<file path="src/rtl/core/uvtr_ram.sv">
// ---------------------------------------------------------------------------
// uvtr_ram
// Simple dual-port synchronous RAM, one write and one registered read port.
// ---------------------------------------------------------------------------
module uvtr_ram #(
	parameter int AW = 8,
	parameter int DW = 8
) (
	input  logic          clk,
	input  logic          we,
	input  logic [AW-1:0] waddr,
	input  logic [DW-1:0] wdata,
	input  logic [AW-1:0] raddr,
	output logic [DW-1:0] rdata
);

	logic [DW-1:0] mem [1 << AW];

	always_ff @(posedge clk) begin
		if (we) begin
			mem[waddr] <= wdata;
		end
	end

	always_ff @(posedge clk) begin
		rdata <= mem[raddr];
	end

endmodule

</file>
<file path="config.mk">
export PLATFORM = sky130hd
export DESIGN_NAME = uvtr_ram
export DESIGN_NICKNAME = d
export VERILOG_FILES = /design/src/rtl/core/uvtr_ram.sv
export SDC_FILE = /design/constraint.sdc
export NUM_CORES = 2
export LEC_CHECK = 0
export BUFFER_PORTS_ARGS = -buffer_cell sky130_fd_sc_hd__buf_2
export CAP_MARGIN = 20
export CORE_UTILIZATION = 45
export CTS_BUF_LIST = sky130_fd_sc_hd__clkbuf_8
export DETAILED_ROUTE_END_ITERATION = 10
export PLACE_DENSITY = 0.61
export SKIP_CTS_REPAIR_TIMING = 1
export SYNTH_ARGS = -nofsm -noshare
export SYNTH_HDL_FRONTEND = slang
export SYNTH_SLANG_ARGS = --single-unit
</file>
<file path="constraint.sdc">
create_clock -name clk -period 2.7 [get_ports clk]
set_clock_uncertainty 0.15 [all_clocks]
set_input_delay 0.27 -clock clk [delete_from_list [all_inputs] [get_ports clk]]
set_output_delay 0.27 -clock clk [all_outputs]
set_load 0.02 [all_outputs]
</file>
==> run_summary.xml <==
<?xml version="1.0" encoding="UTF-8"?>
<metrics>
  <group name="die">
    <metric name="x_dimension_of_the_die" unit="um">422</metric>
    <metric name="core_area" unit="mm2">0.175</metric>
    <metric name="die_area" unit="mm2">0.178</metric>
    <metric name="ios" unit="">34</metric>
    <metric name="die-height" unit="um">422</metric>
    <metric name="initial_utilization" unit="%">45.5</metric>
    <metric name="placementRows" unit="">153</metric>
  </group>
  <group name="routing">
    <metric name="initialDrtViolationCount" unit="">4873</metric>
    <metric name="antenna_left" unit="">0</metric>
    <metric name="post_drt_wl_per_cell" unit="um">28.9</metric>
    <metric name="drt_first_pass_iters" unit="">5</metric>
    <metric name="drt-vias-per-instance" unit="">5.79</metric>
    <metric name="route.detailed.drc" unit="">0</metric>
    <metric name="vias_post_dr" unit="">41200</metric>
    <metric name="drt_wl_total" unit="um">205000</metric>
  </group>
  <group name="global_routing">
    <metric name="remaining_global_route_overflow" unit="">0</metric>
    <metric name="grt_pass1_vias" unit="">41300</metric>
    <metric name="gr-usage-all-layers" unit="%">23.0</metric>
    <metric name="grt_util_met2" unit="%">36.6</metric>
    <metric name="global_route.usage.met1" unit="%">32.8</metric>
    <metric name="grt_use_met3" unit="%">4.24</metric>
    <metric name="grt_max_degree" unit="">94</metric>
    <metric name="wire_length_of_the_first_global_routing_pass" unit="um">296000</metric>
    <metric name="number_of_antenna_violations_at_the_first_check_in_global_routing" unit="">6</metric>
    <metric name="grt_most_used_layer" unit="">met2</metric>
  </group>
  <group name="critical_path">
    <metric name="cp_slowest_stage_delay" unit="ns">0.94</metric>
    <metric name="timing.setup.critical_path_class" unit="">reg2reg</metric>
    <metric name="critical_path.max_fanout" unit="">1</metric>
    <metric name="regToRegStartpoint" unit="">mem[219][0]$_DFFE_PP_</metric>
    <metric name="critical-path-slowest-cell" unit="">sky130_fd_sc_hd__nor4_1</metric>
    <metric name="critical_path_required" unit="ns">3.43</metric>
    <metric name="start_kind" unit="">register</metric>
    <metric name="worst_r2r_path_depth" unit="">5</metric>
    <metric name="worst_setup_path_end_kind" unit="">register</metric>
    <metric name="crit_chain" unit="">mux4_2, a22oi_1, a21oi_1, nor4_1, nor4_2</metric>
    <metric name="cp.arrival" unit="ns">3.45</metric>
    <metric name="crit-reg2reg-capture" unit="">rdata[0]$_DFF_P_</metric>
    <metric name="worst-r2r-setup-slack" unit="ns">-0.02</metric>
  </group>
  <group name="min_path">
    <metric name="timing.hold.worst.start" unit="">raddr[6]</metric>
    <metric name="hold-path-cell-count" unit="">6</metric>
    <metric name="worstHoldPathType" unit="">in2reg</metric>
    <metric name="hold-path-endpoint" unit="">rdata[5]$_DFF_P_</metric>
  </group>
  <group name="sta">
    <metric name="final_period_minus_worst_setup_slack" unit="ns">2.72</metric>
    <metric name="fmax" unit="MHz">368</metric>
    <metric name="hold-worst-slack" unit="ns">0.0352</metric>
    <metric name="hold_vio_cnt_final" unit="">0</metric>
    <metric name="fin_setup_tns" unit="ns">-0.0180</metric>
    <metric name="grt_setup_unrepaired" unit="">false</metric>
    <metric name="tightest_slew" unit="ns">1.17</metric>
    <metric name="post-route-period-util" unit="%">101</metric>
    <metric name="timing.final.setup_violations" unit="">1</metric>
    <metric name="number_of_slew_limit_violations_in_the_final_report" unit="">0</metric>
    <metric name="setup_slack" unit="ns">-0.0180</metric>
    <metric name="max-slew-margin-rel" unit="%">21.0</metric>
  </group>
  <group name="yosys">
    <metric name="synthesis.nets" unit="">3759</metric>
    <metric name="yosys.cell_count.top_type" unit="">sky130_fd_sc_hd__edfxtp_1</metric>
    <metric name="synth_enable_flop_cells" unit="">2048</metric>
    <metric name="syn-mean-instance-area" unit="um2">21.3</metric>
    <metric name="synth_seq_cells" unit="">2056</metric>
    <metric name="yosys_most_used_dff" unit="">sky130_fd_sc_hd__edfxtp_1</metric>
    <metric name="leading_cell_types_by_total_area_after_synthesis" unit="">sky130_fd_sc_hd__edfxtp_1 (77%), sky130_fd_sc_hd__mux4_2 (13%), sky130_fd_sc_hd__mux2i_1 (1.7%)</metric>
    <metric name="async_reset_ff_share" unit="%">0</metric>
    <metric name="cell_count_after_synthesis" unit="">3733</metric>
    <metric name="synth_common_cells" unit="">sky130_fd_sc_hd__edfxtp_1 (2048), sky130_fd_sc_hd__mux4_2 (454), sky130_fd_sc_hd__nor2_1 (282), sky130_fd_sc_hd__mux2i_1 (134), sky130_fd_sc_hd__a22oi_1 (133)</metric>
    <metric name="warning_count_from_the_yosys_run" unit="">0</metric>
    <metric name="synth_top_area_share" unit="%">77.3</metric>
    <metric name="synth_top_cell_by_area" unit="">sky130_fd_sc_hd__edfxtp_1</metric>
    <metric name="yosys.cell_types.count" unit="">55</metric>
    <metric name="syn-cell-area" unit="mm2">0.0796</metric>
    <metric name="seq_area_frac_synth" unit="%">77.5</metric>
  </group>
  <group name="place">
    <metric name="post-place-cells" unit="">6502</metric>
    <metric name="detailed_place.area" unit="mm2">0.0871</metric>
    <metric name="placement.io_buffers" unit="">33</metric>
    <metric name="dpl_worst_slack" unit="ns">-1.05</metric>
    <metric name="hpwlAfterDp" unit="um">132000</metric>
    <metric name="gpl.final_weighted_congestion" unit="">0.855</metric>
  </group>
  <group name="power_and_ir_drop">
    <metric name="p_int" unit="mW">49.2</metric>
    <metric name="power.density_cell_area" unit="mW/mm2">680</metric>
    <metric name="static_leakage" unit="nW">30.6</metric>
    <metric name="totalPowerFinal" unit="mW">63.4</metric>
    <metric name="power_spent_charging_and_discharging_nets" unit="mW">14.2</metric>
    <metric name="power.share.clock" unit="%">38.6</metric>
    <metric name="netSwitchingFraction" unit="%">22.4</metric>
    <metric name="power.ir.vdd_worst" unit="V">0.000608</metric>
    <metric name="share_seq_of_total_power" unit="%">55.6</metric>
    <metric name="power.share.combinational" unit="%">5.8</metric>
  </group>
  <group name="cells_and_area">
    <metric name="utilization_of_the_core_after_routing" unit="%">53.3</metric>
    <metric name="layout-drive-gt1-share" unit="%">32.4</metric>
    <metric name="multi_input_area" unit="mm2">0.0165</metric>
    <metric name="final_cells" unit="">7106</metric>
    <metric name="areaGrowthSynthToFinish" unit="%">17.2</metric>
    <metric name="num-nets-final" unit="">4567</metric>
    <metric name="layout.area.seq" unit="mm2">0.0617</metric>
    <metric name="nFillCells" unit="">13500</metric>
    <metric name="final_cell_area" unit="mm2">0.0932</metric>
  </group>
  <group name="clock_tree">
    <metric name="clockBufferDepth" unit="">4</metric>
    <metric name="worst_skew_pair.late_latency" unit="ns">1.08</metric>
    <metric name="cts_tree" unit="">yes</metric>
    <metric name="htree_num_levels" unit="">5</metric>
    <metric name="clk_transition_reported_paths" unit="ns">0.06</metric>
    <metric name="clock-sinks" unit="">2056</metric>
    <metric name="cts.root.buffer_cell" unit="">sky130_fd_sc_hd__clkbuf_8</metric>
    <metric name="number_of_cts_inserted_buffers" unit="">341</metric>
  </group>
  <group name="status">
    <metric name="outcome" unit="">finished, violations left</metric>
    <metric name="violations_in_the_final_reports" unit="">setup timing</metric>
  </group>
  <group name="flow_run">
    <metric name="timing.max_cap.violations" unit="">0</metric>
  </group>
</metrics>
==> cells by family after synthesis <==
logic type	synth area share, %
muxes	14.6
and+or+nand+nor	2.63
DFF	77.5
buffers and inverters	1.83
AOI/OAI and AO/OA	3.42
==> registers in the layout, indices dropped and copies added, names as in the netlist <==
signal,cells
mem,2048
rdata,8
==> critical path, delay by kind of cell (launching register included) <==
family | cells | cell delay [ns]
flops | 1 | 0.35
simple gates | 2 | 1.02
compound gates | 2 | 0.53
mux | 1 | 0.48
==> cell usage in the layout (no fill, tap or decap), types with 5 or more instances in the layout <==
cell	Yosys	final
sky130_fd_sc_hd__a22oi_1	133	133
sky130_fd_sc_hd__nand3_2	0	6
sky130_fd_sc_hd__a21oi_1	96	96
sky130_fd_sc_hd__dlygate4sd3_1	0	21
sky130_fd_sc_hd__mux4_2	454	454
sky130_fd_sc_hd__edfxtp_1	2048	2048
sky130_fd_sc_hd__and2_1	6	6
sky130_fd_sc_hd__nand3_1	34	28
sky130_fd_sc_hd__clkinv_2	0	23
sky130_fd_sc_hd__buf_12	8	70
sky130_fd_sc_hd__nor3_1	22	21
sky130_fd_sc_hd__nor2_1	282	279
sky130_fd_sc_hd__clkinv_1	1	65
sky130_fd_sc_hd__a22o_1	8	8
sky130_fd_sc_hd__nor4_1	24	22
sky130_fd_sc_hd__mux2i_1	134	134
sky130_fd_sc_hd__buf_2	31	22
sky130_fd_sc_hd__diode_2	0	7
sky130_fd_sc_hd__nor4_2	3	5
sky130_fd_sc_hd__nand2b_1	8	8
sky130_fd_sc_hd__nand2_1	33	33
sky130_fd_sc_hd__o21ai_0	10	10
sky130_fd_sc_hd__o211ai_1	10	10
sky130_fd_sc_hd__nor2b_1	31	28
sky130_fd_sc_hd__nand4_1	10	10
sky130_fd_sc_hd__a221oi_1	13	13
sky130_fd_sc_hd__o22a_1	5	5
sky130_fd_sc_hd__inv_1	1	123
sky130_fd_sc_hd__o22ai_1	28	28
sky130_fd_sc_hd__buf_8	13	10
sky130_fd_sc_hd__buf_4	27	575
sky130_fd_sc_hd__dfxtp_1	8	8
sky130_fd_sc_hd__bufinv_16	0	5
sky130_fd_sc_hd__a211oi_1	16	16
sky130_fd_sc_hd__o221ai_1	46	46
sky130_fd_sc_hd__clkbuf_8	0	354
==> how the worst max path moves through the flow <==
stage,slack [ns],endpoint,from,cells after the start
finish,-0.02,rdata[0]$_DFF_P_,mem[219][0]$_DFFE_PP_,5
global route,0.004,rdata[5]$_DFF_P_,mem[209][5]$_DFFE_PP_,6
CTS,-0.19,rdata[0]$_DFF_P_,mem[87][0]$_DFFE_PP_,6
detailed placement,-1.05,rdata[3]$_DFF_P_,raddr[0],10
global placement,-1.18,rdata[2]$_DFF_P_,raddr[0],9
floorplan,0.34,rdata[2]$_DFF_P_,raddr[0],9
==> area by class of cell <==
cell class	instances	share of cell area, %
antenna	7	0.0188
clock buffer	354	5.23
clock inverter	222	1.11
inverter	2	0.00805
multi-input combinational	1442	17.7
sequential	2056	66.1
tap	2325	3.12
timing repair buffer	698	6.64
==> layer usage <==
layer,vias to the layer above,part of all wire [%]
met1,21700,42
met4,2,2.3
li1,17400,-
met2,1743,48
met3,323,7.5
met5,-,0.0097
==> power by group through the flow <==
stage          Combinational [mW]  Clock (mW)  Sequential, mW
4_1_cts                      3.66        24.9            35.3
6_report                     3.66        24.5            35.3
2_1_floorplan                1.71           0            35.9
3_5_place_dp                 3.65           0            35.9
5_1_grt                      3.84        26.3            35.2
3_3_place_gp                 3.61           0            35.9
Note: power is estimated with default switching activity, not from simulation.
